File: config.mk
export PLATFORM = sky130hd
export DESIGN_NAME = sync_length_checksum_frame_parser
export DESIGN_NICKNAME = d
export VERILOG_FILES = /design/src/sv/slcfp_pkg.sv /design/src/sv/slcfp_in_reg.sv /design/src/sv/slcfp_core.sv /design/src/sv/sync_length_checksum_frame_parser.sv
export SDC_FILE = /design/constraint.sdc
export NUM_CORES = 1
export LEC_CHECK = 0
export BUFFER_PORTS_ARGS = -buffer_cell sky130_fd_sc_hd__buf_4
export CAP_MARGIN = 20
export CORE_UTILIZATION = 58
export CTS_CLUSTER_DIAMETER = 200
export CTS_CLUSTER_SIZE = 25
export DETAILED_ROUTE_END_ITERATION = 10
export HOLD_SLACK_MARGIN = 0.15
export PLACE_DENSITY_LB_ADDON = 0.05
export RECOVER_POWER = 25
export SETUP_SLACK_MARGIN = 0.4
export SYNTH_ARGS = -nofsm -noshare
export SYNTH_HDL_FRONTEND = slang
export SYNTH_SLANG_ARGS = --single-unit
File: constraint.sdc
create_clock -name clock -period 3.83 [get_ports clock]
set_input_delay 0 -clock clock [delete_from_list [all_inputs] [get_ports clock]]
set_output_delay 0 -clock clock [all_outputs]
set_load 0.01 [all_outputs]
File: src/sv/slcfp_pkg.sv
`timescale 1ns / 1ps
`default_nettype none
// ----------------------------------------------------------------------------
// slcfp_pkg: shared types and constants of the frame parser
// Command codes, frame layout constants, register index codes and the
// bundles passed between the parser modules.
// ----------------------------------------------------------------------------
package slcfp_pkg;

   // command codes that select the frame length
   localparam logic [7:0] CMD_BANK_WRITE   = 8'd2;
   localparam logic [7:0] CMD_CONFIG_WRITE = 8'd6;

   // frame layout
   localparam int FRAME_OVERHEAD   = 7;
   localparam int SHORT_FRAME_LEN  = 8;
   localparam int CMD_POSITION     = 2;
   localparam int SUM_START_NORMAL = 3;
   localparam int SUM_START_CONFIG = 5;

   // register reset values
   localparam logic [7:0] SYNC_FIRST_RESET  = 8'hFF;
   localparam logic [7:0] SYNC_SECOND_RESET = 8'h55;

   // configuration register indexes
   typedef enum logic [0:0] {
      CSR_SYNC_FIRST  = 1'b0,
      CSR_SYNC_SECOND = 1'b1
   } csr_index_type;

   // sync pattern handed to the parser core
   typedef struct packed {
      logic [7:0] first;
      logic [7:0] second;
   } sync_type;

   // one result transaction
   typedef struct packed {
      logic [8:0] byte_index;
      logic [7:0] byte_value;
      logic [7:0] frame_command;
      logic       frame_end;
      logic       checksum_ok;
   } rsp_type;

endpackage : slcfp_pkg
`default_nettype wire

File: src/sv/slcfp_in_reg.sv
`timescale 1ns / 1ps
`default_nettype none
// ----------------------------------------------------------------------------
// slcfp_in_reg: input register of the frame parser
// Captures one received byte per cycle while req_stall is low and holds it
// until the parser core takes it.
// ----------------------------------------------------------------------------
module slcfp_in_reg (
   input  wire logic       clock,
   input  wire logic       reset,
   input  wire logic       req_valid,
   output logic            req_stall,
   input  wire logic [7:0] req_rx_byte,
   input  wire logic       take,
   output logic            held_valid,
   output logic [7:0]      held_byte
);

   logic       valid_ff;
   logic       valid_in;
   logic [7:0] byte_ff;
   logic       load;

   // stall only while the held byte cannot move on
   assign req_stall = valid_ff && !take;
   assign load      = req_valid && !req_stall;

   // valid bit follows loads and takes
   always_comb begin
      if (load) begin
         valid_in = 1'b1;
      end else if (take) begin
         valid_in = 1'b0;
      end else begin
         valid_in = valid_ff;
      end
   end

   always_ff @(posedge clock) begin
      if (reset) begin
         valid_ff <= 1'b0;
      end else begin
         valid_ff <= valid_in;
      end
   end

   // payload capture
   always_ff @(posedge clock) begin
      if (load) begin
         byte_ff <= req_rx_byte;
      end
   end

   assign held_valid = valid_ff;
   assign held_byte  = byte_ff;

endmodule : slcfp_in_reg
`default_nettype wire

File: src/sv/slcfp_core.sv
`timescale 1ns / 1ps
`default_nettype none
// ----------------------------------------------------------------------------
// slcfp_core: frame state and result register
// Checks sync bytes, latches the command, tracks position and running sum,
// and registers one result transaction per framed byte.
// ----------------------------------------------------------------------------
module slcfp_core #(
   parameter int BANK_PAYLOAD   = 256,
   parameter int CONFIG_PAYLOAD = 20
) (
   input  wire logic              clock,
   input  wire logic              reset,
   input  wire slcfp_pkg::sync_type sync,
   input  wire logic              held_valid,
   input  wire logic [7:0]        held_byte,
   output logic                   take,
   output logic                   rsp_valid,
   input  wire logic              rsp_stall,
   output slcfp_pkg::rsp_type     rsp
);
   import slcfp_pkg::*;

   localparam int BANK_LEN   = BANK_PAYLOAD + FRAME_OVERHEAD;
   localparam int CONFIG_LEN = CONFIG_PAYLOAD + FRAME_OVERHEAD;
   localparam int LEN_MAX    = (BANK_LEN > CONFIG_LEN) ? BANK_LEN : CONFIG_LEN;
   localparam int LEN_BITS   = $clog2(LEN_MAX);
   localparam int POS_W      = (LEN_BITS > 9) ? LEN_BITS : 9;

   logic [POS_W-1:0] pos_ff;
   logic [POS_W-1:0] pos_in;
   logic [7:0]       cmd_ff;
   logic [7:0]       sum_ff;
   logic [7:0]       sum_in;
   logic             rsp_valid_ff;
   logic             rsp_valid_in;
   rsp_type          rsp_ff;
   rsp_type          rsp_in;

   logic             out_free;
   logic             at_cmd;
   logic             past_sync;
   logic             sync_fail;
   logic [7:0]       cmd_eff;
   logic [7:0]       sum_base;
   logic [POS_W-1:0] sum_start;
   logic [POS_W-1:0] last_pos;
   logic             frame_end;

   // result register frees up when empty or taken
   assign out_free = !rsp_valid_ff || !rsp_stall;
   assign take     = held_valid && out_free;

   // sync check on the first two positions
   assign sync_fail = ((pos_ff == POS_W'(0)) && (held_byte != sync.first)) ||
                      ((pos_ff == POS_W'(1)) && (held_byte != sync.second));

   // command and sum seen by this byte
   assign at_cmd    = (pos_ff == POS_W'(CMD_POSITION));
   assign past_sync = (pos_ff >= POS_W'(CMD_POSITION));
   assign cmd_eff   = at_cmd ? held_byte : cmd_ff;
   assign sum_base  = at_cmd ? 8'd0 : sum_ff;
   assign sum_start = (cmd_eff == CMD_CONFIG_WRITE) ? POS_W'(SUM_START_CONFIG)
                                                    : POS_W'(SUM_START_NORMAL);

   // last position of the frame from its command
   always_comb begin
      if (cmd_eff == CMD_BANK_WRITE) begin
         last_pos = POS_W'(BANK_LEN - 1);
      end else if (cmd_eff == CMD_CONFIG_WRITE) begin
         last_pos = POS_W'(CONFIG_LEN - 1);
      end else begin
         last_pos = POS_W'(SHORT_FRAME_LEN - 1);
      end
   end

   assign frame_end = past_sync && (pos_ff >= last_pos);

   // running sum over the covered bytes
   always_comb begin
      if (past_sync && (pos_ff >= sum_start)) begin
         sum_in = sum_base + held_byte;
      end else begin
         sum_in = sum_base;
      end
   end

   // next position
   assign pos_in = (sync_fail || frame_end) ? '0 : pos_ff + POS_W'(1);

   // result fields
   always_comb begin
      rsp_in.byte_index    = pos_ff[8:0];
      rsp_in.byte_value    = held_byte;
      rsp_in.frame_command = past_sync ? cmd_eff : 8'd0;
      rsp_in.frame_end     = frame_end;
      rsp_in.checksum_ok   = frame_end && (sum_in == 8'd0);
   end

   // result valid: set by a framed byte, held while stalled
   always_comb begin
      if (take) begin
         rsp_valid_in = !sync_fail;
      end else begin
         rsp_valid_in = rsp_valid_ff && rsp_stall;
      end
   end

   // frame state
   always_ff @(posedge clock) begin
      if (reset) begin
         pos_ff       <= '0;
         cmd_ff       <= 8'd0;
         sum_ff       <= 8'd0;
         rsp_valid_ff <= 1'b0;
      end else begin
         rsp_valid_ff <= rsp_valid_in;
         if (take) begin
            pos_ff <= pos_in;
            sum_ff <= sum_in;
            cmd_ff <= cmd_eff;
         end
      end
   end

   // result payload
   always_ff @(posedge clock) begin
      if (take && !sync_fail) begin
         rsp_ff <= rsp_in;
      end
   end

   assign rsp_valid = rsp_valid_ff;
   assign rsp       = rsp_ff;

`ifndef ASSERT_OFF
   a_ok_only_at_end: assert property (@(posedge clock) disable iff (reset)
      rsp_valid_ff && rsp_ff.checksum_ok |-> rsp_ff.frame_end)
      else $error("checksum_ok without frame_end");

   a_restart: assert property (@(posedge clock) disable iff (reset)
      take && (sync_fail || frame_end) |=> pos_ff == '0)
      else $error("position not cleared after sync failure or frame end");

   a_pos_bound: assert property (@(posedge clock) disable iff (reset)
      pos_ff <= POS_W'(LEN_MAX - 1))
      else $error("position beyond longest frame");

   a_result_loaded: assert property (@(posedge clock) disable iff (reset)
      take && !sync_fail |=> rsp_valid_ff)
      else $error("framed byte produced no result");
`endif

endmodule : slcfp_core
`default_nettype wire

File: src/sv/sync_length_checksum_frame_parser.sv
`timescale 1ns / 1ps
`default_nettype none
// ----------------------------------------------------------------------------
// sync_length_checksum_frame_parser: byte stream frame parser
// Frames received bytes by sync pattern, command-driven length and a
// modulo-256 checksum.
// ----------------------------------------------------------------------------
// usage
//   req channel: one received byte per transaction (req_valid / req_stall)
//   rsp channel: one transaction per framed byte, with its position, the
//     latched command, frame end and checksum status (rsp_valid / rsp_stall)
//   csr port: write sync_first (index 0) or sync_second (index 1) while idle
//   bytes that break the sync pattern are dropped and give no transaction
// timing
//   one byte accepted per cycle, sustained while rsp_stall stays low; a result
//   shows on rsp once its byte has passed the input register and then the
//   result register
//   the per-byte frame update is a single pass through the core logic
// reset
//   synchronous, active high; position, command and sum clear, sync
//   registers return to 0xFF and 0x55, both channels empty
// stall
//   a stalled result holds; the input register still takes a byte if it is
//   empty, then req_stall stays high until the result is taken
// ----------------------------------------------------------------------------
module sync_length_checksum_frame_parser #(
   parameter int BANK_PAYLOAD   = 256,
   parameter int CONFIG_PAYLOAD = 20
) (
   input  wire logic       clock,
   input  wire logic       reset,
   input  wire logic       req_valid,
   output logic            req_stall,
   input  wire logic [7:0] req_rx_byte,
   output logic            rsp_valid,
   input  wire logic       rsp_stall,
   output logic [8:0]      rsp_byte_index,
   output logic [7:0]      rsp_byte_value,
   output logic [7:0]      rsp_frame_command,
   output logic            rsp_frame_end,
   output logic            rsp_checksum_ok,
   input  wire logic       csr_write_enable,
   input  wire logic [0:0] csr_index,
   input  wire logic [7:0] csr_write_data
);
   import slcfp_pkg::*;

   sync_type   sync_ff;
   logic       held_valid;
   logic [7:0] held_byte;
   logic       take;
   rsp_type    rsp;

   // sync pattern registers
   always_ff @(posedge clock) begin
      if (reset) begin
         sync_ff.first  <= SYNC_FIRST_RESET;
         sync_ff.second <= SYNC_SECOND_RESET;
      end else if (csr_write_enable) begin
         unique case (csr_index_type'(csr_index))
            CSR_SYNC_FIRST:  sync_ff.first  <= csr_write_data;
            CSR_SYNC_SECOND: sync_ff.second <= csr_write_data;
            default: ;
         endcase
      end
   end

   // input register
   slcfp_in_reg u_in_reg (
      .clock       (clock),
      .reset       (reset),
      .req_valid   (req_valid),
      .req_stall   (req_stall),
      .req_rx_byte (req_rx_byte),
      .take        (take),
      .held_valid  (held_valid),
      .held_byte   (held_byte)
   );

   // frame state and result register
   slcfp_core #(
      .BANK_PAYLOAD   (BANK_PAYLOAD),
      .CONFIG_PAYLOAD (CONFIG_PAYLOAD)
   ) u_core (
      .clock      (clock),
      .reset      (reset),
      .sync       (sync_ff),
      .held_valid (held_valid),
      .held_byte  (held_byte),
      .take       (take),
      .rsp_valid  (rsp_valid),
      .rsp_stall  (rsp_stall),
      .rsp        (rsp)
   );

   // result fields
   assign rsp_byte_index    = rsp.byte_index;
   assign rsp_byte_value    = rsp.byte_value;
   assign rsp_frame_command = rsp.frame_command;
   assign rsp_frame_end     = rsp.frame_end;
   assign rsp_checksum_ok   = rsp.checksum_ok;

endmodule : sync_length_checksum_frame_parser
`default_nettype wire
==> summary.md, run 1 <==
| Metric | Value |
|---|---|
| Status | `finished with violations` |
| Violated checks | `DRC` |
| Yosys top cell area share | `27.0%` |
| VDD IR-drop max | `0.278 mV` |
| Starting Density | `60.7%` |
| Commonest non-fill, non-tap cell in the layout | `dfxtp_1` |
| Antenna diode count | `0` |
| Met3 usage | `4.55%` |
| HPWL after DPL | `5840 um` |
| Predominant post-synthesis flop cell | `dfxtp_1` |
| IO Port Bufs | `50` |
| Top post-synthesis cells by area | `edfxtp_1 27%, dfxtp_1 22%, ha_1 5.8%` |
| Top delay family on crit path | `simple AND/OR/NAND/NOR gates` |
| Fmax | `299 MHz` |
| Syn avg cell area | `10.4 um2` |
| Core Area | `6420 um2` |
| Critical Path Fanout Max | `7` |
| Die ar. | `7050 um2` |
| RSZ-0062 raised after global routing | `no` |
| Placed cells | `493` |
| Met1 Track Usage GR | `33.4%` |
| DRT Wirelength | `8880 um` |
| R2r setup slk | `0.49 ns` |
| Sequential-to-total area share from yosys stat | `49.1%` |
| Clk Tree Root Cell | `clkbuf_8` |
| Vias in the first global route | `3,016` |
| Synth unique cells | `54` |
| Clk slew on worst S/H paths | `0.09 ns` |
| CTS Buf Count | `9` |
| Gr usage total | `26.1%` |
| Final nets | `501` |
| WP buf/inv | `0` |
| Internal power | `1.31 mW` |
| Clock power share | `40.2%` |
| Post-synthesis async set-or-reset flop share | `0%` |
| Final RePlAce weighted congestion | `0.877` |
| Cell Area, Synth | `3900 um2` |
| DIE HEIGHT | `84.0 um` |
| Post-DRT Antenna Nets | `0` |
| Initial antenna violation count | `0` |
| Remaining DRCs | `11` |
| Tot Pwr | `1.71 mW` |
| Area Growth Syn to Fin | `25.4%` |
| Row count | `29` |
| Lkg Pwr | `1.97 nW` |
| Final WS setup | `0.491 ns` |
| First-pass GRT wire length | `14,300 um` |
| Final hold vios | `0` |
| Arr. time, crit path | `3.45 ns` |
| Setup WS pre-CTS | `0.231 ns` |
| PwrDens | `350 nW/um2` |
| Worst slew margin | `48.7%` |
| Crit share post-route | `87.2%` |
| Grt total ovfl | `0` |
| Drt first pass iters | `8` |
| Synth Instances | `376` |
| Met2 Use GR | `43.7%` |
| Largest net degree at the start of global routing | `45` |
| Final hold slack | `0.384 ns` |
| Switching part of the total | `23.2%` |
| Net Sw Power | `0.396 mW` |
| Critical path startpoint category | `flop` |
| Chip Width | `84.0 um` |
| Hold Path Class | `in2reg` |
| Req. time, crit path | `3.95 ns` |
| Non-Filler Instances | `542` |
| Setup violators final | `0` |
| CP max stage cell | `or3_4` |
| Worst-path cell chain | `or3_4, nor3_4, and3_2, mux2i_4, or2_1, ha_1, a211o_1, o21ai_2, and2_4, nor3_2, xor2_1, o2111a_1` |
| Wirelength per Cell | `16.4 um` |
| Slowest stage delay, CP | `0.42 ns` |
| Max-slew violations | `0` |
| Busiest metal layer after global routing | `met2` |
| Synth Net Count | `417` |
| Most frequent cells in the layout | `43 x dfxtp_1, 40 x buf_4, 39 x nand2_1` |
| Top-level I/O count | `51` |
| Clk Latency, worst-skew pair | `0.35 ns` |
| Clock sinks | `78` |
| Tmin final | `3.34 ns` |
| Synth Warn # | `0` |
| TritonCTS clock tree | `built` |
| Final TNS setup | `0 ns` |
| Max Root-Sink Buffers | `2` |
| Layout cells sized above 1 | `19.4%` |
| Vias per cell | `5.86` |
| H-Tree Depth | `3` |
| Drt initial violations | `195` |
| Via count | `3,177` |
| Post-synth EDFFs | `35` |
| Fin Clk Skew | `0.00760 ns` |
| Combinational power share | `7.1%` |
| Worst-Margin Slew | `0.768 ns` |
| Reg power frac | `52.7%` |
| Setup crit end kind | `flop` |
| Crit Path Category | `reg2reg` |
| Max Cap Viol | `0` |
| Seq cells post-synth | `78` |
| Leading area contributor after synthesis | `edfxtp_1` |
==> what timing repair did <==
action                                  in CTS  in global routing
pin swaps                                    0                  6
setup buffers                                0                  6
gates resized for setup                      5                 14
hold buffers                                27                  0
endpoints found under the setup margin       3                 14
hold endpoints to repair                    45                  0
==> kinds of logic (layout without fill, tap and decap cells) <==
| group | count (synthesis) | in the layout | synth area share [%] |
|---|---|---|---|
| mux | 16 | 16 | 4.11 |
| compound gates | 57 | 57 | 10.9 |
| simple gates | 157 | 157 | 21.3 |
| fa+ha+maj | 19 | 19 | 6.29 |
| flops | 78 | 78 | 49.1 |
| buf+inv | 24 | 113 | 2.79 |
| xor+xnor | 25 | 25 | 5.62 |
==> registers in the layout, indices dropped and copies added, names as in the netlist <==
register / flops
u_core.rsp: 27
sync_ff: 16
u_core.pos_ff: 9
u_core.cmd_ff: 8
u_core.sum_ff: 8
u_in_reg.held_byte: 8
u_core.rsp_valid: 1
u_in_reg.held_valid: 1
==> through the flow <==
stage                     instance area (um2)  util (%)
after floorplan                          3900         -
after global placement                   4330      67.4
after detailed placement                 4330      67.4
after CTS                                4840      75.4
after global routing                     4890      76.1
final                                    4890      76.1
==> final cells by class <==
type | instances | area, um2
repair buffers | 88 | 679
well taps | 77 | 96.3
flip-flops and latches | 78 | 1910
clock buffers | 9 | 124
clock inverters | 7 | 98.8
inverters | 9 | 33.8
fillers | 468 | 1540
multi-input cells | 274 | 1940
==> worst register-to-register path: stages (launching register included) <==
cell      delay, ns
dfxtp_1        0.36
or3_4          0.42
nor3_4         0.28
and3_2         0.28
mux2i_4        0.30
or2_1          0.14
ha_1           0.25
a211o_1        0.31
o21ai_2        0.17
and2_4         0.21
nor3_2         0.08
xor2_1         0.18
o2111a_1       0.14
==> power by group through the flow <==
stage	combinational [mW]	clock (mW)	sequential (mW)
floorplan	0.0647	0	0.914
global placement	0.0951	0	0.920
detailed placement	0.0973	0	0.921
CTS	0.119	0.691	0.901
global route	0.131	0.730	0.904
finish	0.121	0.688	0.902
==> routing by layer <==
layer | share of wire (%) | wire (um) | up-vias
met5 | 0 | 0 | -
met4 | 1.4 | 121 | 0
met3 | 5.0 | 441 | 15
met2 | 50 | 4480 | 118
met1 | 43 | 3840 | 1527
li1 | - | - | 1517
==> Yosys cell counts (all sizes together) (7+ instances only) <==
master,count
o21ai,10
nor2,37
nand3b,8
nand3,9
a21oi,16
or3,7
edfxtp,35
nand2,40
nand4,9
ha,18
inv,9
nor3,10
xor2,7
dfxtp,43
xnor2,18
and2,8
mux2i,16
clkbuf,12
and3,9
==> worst paths after layout <==
check / startpoint / end / cells past startpoint
max: u_core.pos_ff[5] / u_core.rsp[0] / 12
min: req_rx_byte[6] / u_in_reg.held_byte[6] / 2
max reg2reg: u_core.pos_ff[5] / u_core.rsp[0] / 12
min reg2reg: sync_ff[1] / sync_ff[1] / 2
Note: power is estimated with default switching activity, not from simulation.
==> run 2: changes to the inputs <==
--- a/config.mk
+++ b/config.mk
@@ -18,3 +18,4 @@
 export SYNTH_ARGS = -nofsm -noshare
 export SYNTH_HDL_FRONTEND = slang
 export SYNTH_SLANG_ARGS = --single-unit
+export TNS_END_PERCENT = 5
==> constraint.sdc (replaced) <==
create_clock -name clock -period 3.4 [get_ports clock]
set_input_delay 0 -clock clock [delete_from_list [all_inputs] [get_ports clock]]
set_output_delay 0 -clock clock [all_outputs]
set_load 0.01 [all_outputs]
==> run 2 against run 1 <==
Against the previous run:
- the run still ends with DRC left
- sequential share of layout area down 2.0 points
- global-route usage is 1.4 points higher
- via count is 3.4% higher
- flip-flop and latch count did not move
- critical endpoint unchanged
==> summary.md, run 2 (same netlist as run 1, synthesis figures left out) <==
| Metric | Value |
|---|---|
| H-Tree Depth | `3 (unchanged)` |
| Starting Density | `60.7% (unchanged)` |
| Final hold vios | `0 (unchanged)` |
| Commonest non-fill, non-tap cell in the layout | `buf_4 (was dfxtp_1)` |
| CTS Buf Count | `9 (unchanged)` |
| Setup crit end kind | `flop (unchanged)` |
| Remaining DRCs | `8 (was 11)` |
| Non-Filler Instances | `567 (was 542)` |
| Drt initial violations | `215 (was 195)` |
| Antenna diode count | `0 (unchanged)` |
| VDD IR-drop max | `0.346 mV (was 0.278 mV)` |
| Top delay family on crit path | `simple AND/OR/NAND/NOR gates (unchanged)` |
| Final nets | `526 (was 501)` |
| Hold Path Class | `in2reg (unchanged)` |
| Worst-Margin Slew | `0.774 ns (was 0.768 ns)` |
| Tot Pwr | `1.99 mW (was 1.71 mW)` |
| IO Port Bufs | `50 (unchanged)` |
| Drt first pass iters | `8 (unchanged)` |
| Max Cap Viol | `0 (unchanged)` |
| Final RePlAce weighted congestion | `0.945 (was 0.877)` |
| Critical Path Fanout Max | `6 (was 7)` |
| Row count | `29 (unchanged)` |
| Violated checks | `DRC (unchanged)` |
| Worst slew margin | `48.3% (was 48.7%)` |
| Wirelength per Cell | `16.5 um (was 16.4 um)` |
| Arr. time, crit path | `3.38 ns (was 3.45 ns)` |
| Placed cells | `505 (was 493)` |
| Max-slew violations | `0 (unchanged)` |
| Final TNS setup | `0 ns (unchanged)` |
| Worst-path cell chain | `or3_4, nor3_4, nand3_4, nor2_4, a31oi_4, or2_1, ha_4, and3_4, o21ai_2, and2_4, or3_1, a21oi_1, o2111a_1 (was or3_4, nor3_4, and3_2, mux2i_4, or2_1, ha_1, a211o_1, o21ai_2, and2_4, nor3_2, xor2_1, o2111a_1)` |
| Final hold slack | `0.375 ns (was 0.384 ns)` |
| Req. time, crit path | `3.63 ns (was 3.95 ns)` |
| DIE HEIGHT | `84.0 um (unchanged)` |
| Most frequent cells in the layout | `47 x buf_4, 43 x dfxtp_1, 38 x nand2_1 (was 43 x dfxtp_1, 40 x buf_4, 39 x nand2_1)` |
| Fmax | `317 MHz (was 299 MHz)` |
| Via count | `3,286 (was 3,177)` |
| DRT Wirelength | `9340 um (was 8880 um)` |
| Core Area | `6420 um2 (unchanged)` |
| RSZ-0062 raised after global routing | `yes (was no)` |
| Post-DRT Antenna Nets | `0 (unchanged)` |
| Tmin final | `3.16 ns (was 3.34 ns)` |
| Max reg flops | `27 (unchanged)` |
| Chip Width | `84.0 um (unchanged)` |
| Clk slew on worst S/H paths | `0.08 ns (was 0.09 ns)` |
| Fill cell count | `397 (was 468)` |
| Gr usage total | `27.5% (was 26.1%)` |
| Grt total ovfl | `0 (unchanged)` |
| Max Root-Sink Buffers | `2 (unchanged)` |
| Setup violators final | `0 (unchanged)` |
| Status | `finished with violations (unchanged)` |
| Critical path startpoint category | `flop (unchanged)` |
| R2r setup slk | `0.24 ns (was 0.49 ns)` |
| Die ar. | `7050 um2 (unchanged)` |
| Top-level I/O count | `51 (unchanged)` |
| Fin Clk Skew | `0.0118 ns (was 0.00760 ns)` |
| WP buf/inv | `0 (unchanged)` |
| Vias in the first global route | `3,128 (was 3,016)` |
| Initial antenna violation count | `0 (unchanged)` |
| Clock sinks | `78 (unchanged)` |
| TritonCTS clock tree | `built (unchanged)` |
| Clk Latency, worst-skew pair | `0.36 ns (was 0.35 ns)` |
| Crit Path Category | `reg2reg (unchanged)` |
| Clk Tree Root Cell | `clkbuf_8 (unchanged)` |
| Layout cells sized above 1 | `21.8% (was 19.4%)` |
| First-pass GRT wire length | `15,000 um (was 14,300 um)` |
| Crit share post-route | `92.9% (was 87.2%)` |
| Lkg Pwr | `2.04 nW (was 1.97 nW)` |
| HPWL after DPL | `5840 um (about the same)` |
| Slowest stage delay, CP | `0.41 ns (was 0.42 ns)` |
| Largest net degree at the start of global routing | `45 (unchanged)` |
| Area Growth Syn to Fin | `32.2% (was 25.4%)` |
| CP max stage cell | `or3_4 (unchanged)` |
| Vias per cell | `5.80 (was 5.86)` |
| PwrDens | `386 nW/um2 (was 350 nW/um2)` |
==> run 2: path summary, 6_finish.rpt <==
kind	to	start	cells after the start
setup / recovery	u_core.rsp[0]	u_core.pos_ff[5]	13
hold / removal	u_in_reg.held_byte[5]	req_rx_byte[5]	2
setup reg to reg	u_core.rsp[0]	u_core.pos_ff[5]	13
hold reg to reg	sync_ff[7]	sync_ff[7]	2
==> run 2: worst register-to-register path, delay by kind of cell, from the launching register on <==
kind | cells | cell delay [ns]
AND/OR/NAND/NOR | 8 | 1.95
adder cells (fa/ha/maj) | 1 | 0.28
AO/OA/AOI/OAI | 4 | 0.48
flip-flops | 1 | 0.32
==> run 2: timing repair <==
action,CTS,global route
pin swaps,13,15
endpoints found under the hold margin,45,0
hold buffers,34,0
setup endpoints to repair,17,19
buffers inserted,7,4
resized for setup,17,12
gates cloned,0,1
==> run 2: stage by stage <==
| stage | cell area (um2) | setup slack [ns] | utilization (%) |
|---|---|---|---|
| floorplan | 3920 | 0.255 | - |
| global placement | 4440 | 0.226 | 69.1 |
| detailed placement | 4440 | 0.175 | 69.1 |
| CTS | 5120 | 0.278 | 79.8 |
| global route | 5150 | 0.117 | 80.2 |
| finish | 5150 | 0.243 | 80.2 |
==> run 2: cell type report <==
cell class | count | area (um2) | area share (%)
clock buffer | 9 | 124 | 2.40
tap | 77 | 96.3 | 1.87
multi-input combinational | 274 | 2000 | 38.9
clock inverter | 7 | 113 | 2.19
timing repair buffer | 113 | 868 | 16.9
inverter | 9 | 33.8 | 0.656
sequential | 78 | 1910 | 37.1
==> run 2: per-layer routing <==
layer | up-vias | track usage, % | wire length (um)
met1 | 1562 | 35.4 | 4030
met3 | 24 | 5.93 | 590
met2 | 133 | 45.2 | 4500
li1 | 1567 | - | -
met4 | 0 | 10.7 | 232
met5 | - | 0 | 0
==> run 2: report_power, final <==
part	internal, mW	switching [mW]	total [mW]
registers	0.993	0.0131	1.01
logic	0.0787	0.0778	0.156
clock network	0.484	0.343	0.826
==> run 3: changes to the inputs <==
--- a/config.mk
+++ b/config.mk
@@ -13,7 +13,7 @@
 export DETAILED_ROUTE_END_ITERATION = 10
 export HOLD_SLACK_MARGIN = 0.15
 export PLACE_DENSITY_LB_ADDON = 0.05
-export RECOVER_POWER = 25
+export RECOVER_POWER = 50
 export SETUP_SLACK_MARGIN = 0.4
 export SYNTH_ARGS = -nofsm -noshare
 export SYNTH_HDL_FRONTEND = slang
==> run 3 against run 2 <==
Against the previous run:
- the run still ends with DRC left
- routed wire length down 0.14%
- power about the same
- register-to-register slack about the same
- sequential power about the same
- flip-flop and latch count unchanged
- worst hold slack worse by 0.0031 ns
- critical path type unchanged
- largest cell class unchanged
- highest routed layer unchanged
==> summary.md, run 3 (same netlist as run 1, synthesis figures left out) <==
| Metric | Value |
|---|---|
| Area Growth Syn to Fin | `30.3% (was 32.2%)` |
| Final RePlAce weighted congestion | `0.945 (unchanged)` |
| Clk Latency, worst-skew pair | `0.36 ns (about the same)` |
| PwrDens | `392 nW/um2 (was 386 nW/um2)` |
| Remaining DRCs | `8 (unchanged)` |
| Largest net degree at the start of global routing | `45 (unchanged)` |
| Core Area | `6420 um2 (unchanged)` |
| DRT Wirelength | `9330 um (was 9340 um)` |
| Top-level I/O count | `51 (unchanged)` |
| Final TNS setup | `0 ns (unchanged)` |
| R2r setup slk | `0.23 ns (was 0.24 ns)` |
| Req. time, crit path | `3.63 ns (about the same)` |
| IO Port Bufs | `50 (unchanged)` |
| Most frequent cells in the layout | `43 x dfxtp_1, 40 x clkbuf_1, 38 x nand2_1 (was 47 x buf_4, 43 x dfxtp_1, 38 x nand2_1)` |
| CTS Buf Count | `9 (unchanged)` |
| Clk Tree Root Cell | `clkbuf_8 (unchanged)` |
| HPWL after DPL | `5840 um (unchanged)` |
| Met1 Track Usage GR | `35.4% (unchanged)` |
| Arr. time, crit path | `3.40 ns (was 3.38 ns)` |
| RSZ-0062 raised after global routing | `yes (unchanged)` |
| Post-DRT Antenna Nets | `0 (unchanged)` |
| Tot Pwr | `1.99 mW (about the same)` |
| Vias in the first global route | `3,128 (unchanged)` |
| Busiest metal layer after global routing | `met2 (unchanged)` |
| Gr usage total | `27.5% (unchanged)` |
| Design Area, Final | `5080 um2 (was 5150 um2)` |
| Crit share post-route | `93.2% (was 92.9%)` |
| Worst slew margin | `50.8% (was 48.3%)` |
| Hold Path Class | `in2reg (unchanged)` |
| Final core occ | `79.1% (was 80.2%)` |
| Die ar. | `7050 um2 (unchanged)` |
| VDD IR-drop max | `0.347 mV (was 0.346 mV)` |
| Met3 usage | `5.93% (unchanged)` |
| Fin Clk Skew | `0.0118 ns (about the same)` |
| H-Tree Depth | `3 (unchanged)` |
| Antenna diode count | `0 (unchanged)` |
| Status | `finished with violations (unchanged)` |
| Setup crit end kind | `flop (unchanged)` |
| Drt initial violations | `192 (was 215)` |
| Critical Path Fanout Max | `6 (unchanged)` |
| Max reg flops | `27 (unchanged)` |
| Starting Density | `60.7% (unchanged)` |
| Grt total ovfl | `0 (unchanged)` |
| Wirelength per Cell | `16.5 um (about the same)` |
| FF+latch area | `1910 um2 (unchanged)` |
| R2R Path Start | `u_core.pos_ff[5] (unchanged)` |
| Clock sinks | `78 (unchanged)` |
| Setup WS pre-CTS | `0.175 ns (unchanged)` |
| Fill cell count | `415 (was 397)` |
| Crit Path Category | `reg2reg (unchanged)` |
| DIE HEIGHT | `84.0 um (unchanged)` |
| Met2 Use GR | `45.2% (unchanged)` |
| Setup violators final | `0 (unchanged)` |
| Worst-Margin Slew | `0.736 ns (was 0.774 ns)` |
| Max-slew violations | `0 (unchanged)` |
| Commonest non-fill, non-tap cell in the layout | `dfxtp_1 (was buf_4)` |
| Initial antenna violation count | `0 (unchanged)` |
| Chip Width | `84.0 um (unchanged)` |
| Final WS setup | `0.232 ns (was 0.243 ns)` |
| Clk slew on worst S/H paths | `0.09 ns (was 0.08 ns)` |
| Final hold vios | `0 (unchanged)` |
| TritonCTS clock tree | `built (unchanged)` |
| R2R cell count | `13 (unchanged)` |
| Violated checks | `DRC (unchanged)` |
| Row count | `29 (unchanged)` |
| First-pass GRT wire length | `15,000 um (unchanged)` |
| Layout cells sized above 1 | `18.0% (was 21.8%)` |
| Drt first pass iters | `10 (was 8)` |
| HP Start | `req_rx_byte[5] (unchanged)` |
| Critical path startpoint category | `flop (unchanged)` |
| Reg-to-Reg End | `u_core.rsp[0] (unchanged)` |
| Post-placement cell area | `4440 um2 (unchanged)` |
| Multi-input gate area in the final layout | `2000 um2 (unchanged)` |
| Hold Crit Endpoint | `u_in_reg.held_byte[5] (unchanged)` |
| WHS Path Cells | `2 (unchanged)` |
| Tmin final | `3.17 ns (was 3.16 ns)` |
| Via count | `3,285 (was 3,286)` |
| Vias per cell | `5.79 (was 5.80)` |
| Lkg Pwr | `1.97 nW (was 2.04 nW)` |
| Final nets | `526 (unchanged)` |
| Fmax | `316 MHz (was 317 MHz)` |
| Max Cap Viol | `0 (unchanged)` |
| Max Root-Sink Buffers | `2 (unchanged)` |
==> run 3: per-layer routing <==
| metal | vias up | wire length (um) |
|---|---|---|
| li1 | 1572 | - |
| met1 | 1577 | 4100 |
| met2 | 118 | 4520 |
| met3 | 18 | 524 |
| met4 | 0 | 187 |
| met5 | - | 0 |
==> run 3: critical path, stage by stage, from the launching register on <==
cell and delay, ns:
dfxtp_1 0.32, or3_4 0.41, nor3_4 0.21, nand3_4 0.15, nor2_4 0.16, a31oi_4 0.06, or2_1 0.30, ha_4 0.28
and3_4 0.18, o21ai_2 0.07, and2_4 0.18, or3_1 0.36, a21oi_1 0.14, o2111a_1 0.21
==> run 3: worst max path at each step <==
| stage | start | to | slack, ns | cells after the start |
|---|---|---|---|---|
| after floorplan | u_core.pos_ff[5] | u_core.rsp[0] | 0.26 | 14 |
| after global placement | u_core.pos_ff[6] | u_core.rsp[0] | 0.23 | 12 |
| after detailed placement | u_core.pos_ff[6] | u_core.rsp[0] | 0.17 | 12 |
| after CTS | u_core.pos_ff[6] | u_core.rsp[0] | 0.28 | 14 |
| after global routing | u_core.pos_ff[5] | u_core.rsp[0] | 0.12 | 12 |
| final | u_core.pos_ff[5] | u_core.rsp[0] | 0.23 | 13 |
==> run 3: where the power goes <==
| group | internal, mW | switching, mW | leakage [nW] |
|---|---|---|---|
| clock | 0.484 | 0.345 | 0.121 |
| combinational | 0.0779 | 0.0779 | 1.17 |
| sequential | 0.993 | 0.0130 | 0.676 |
==> run 3: final cells by class <==
class	count	area share [%]
flip-flops and latches	78	37.6
multi-input cells	274	39.5
repair buffers	113	15.7
clock inverters	7	2.22
well taps	77	1.90
clock buffers	9	2.44
inverters	9	0.665
==> run 3: metrics by stage <==
step	hold slack [ns]	instances
floorplan	0.0989	376
global placement	0.178	505
detailed placement	0.179	505
CTS	0.359	562
global route	0.372	567
finish	0.372	567
==> run 3: what timing repair did <==
| item | CTS | global route |
|---|---|---|
| setup buffers | 7 | 4 |
| gates resized for setup | 17 | 12 |
| cloned | 0 | 1 |
| endpoints found under the hold margin | 45 | 0 |
| pin swaps | 13 | 15 |
| setup endpoints to repair | 17 | 19 |
| hold buffers | 34 | 0 |
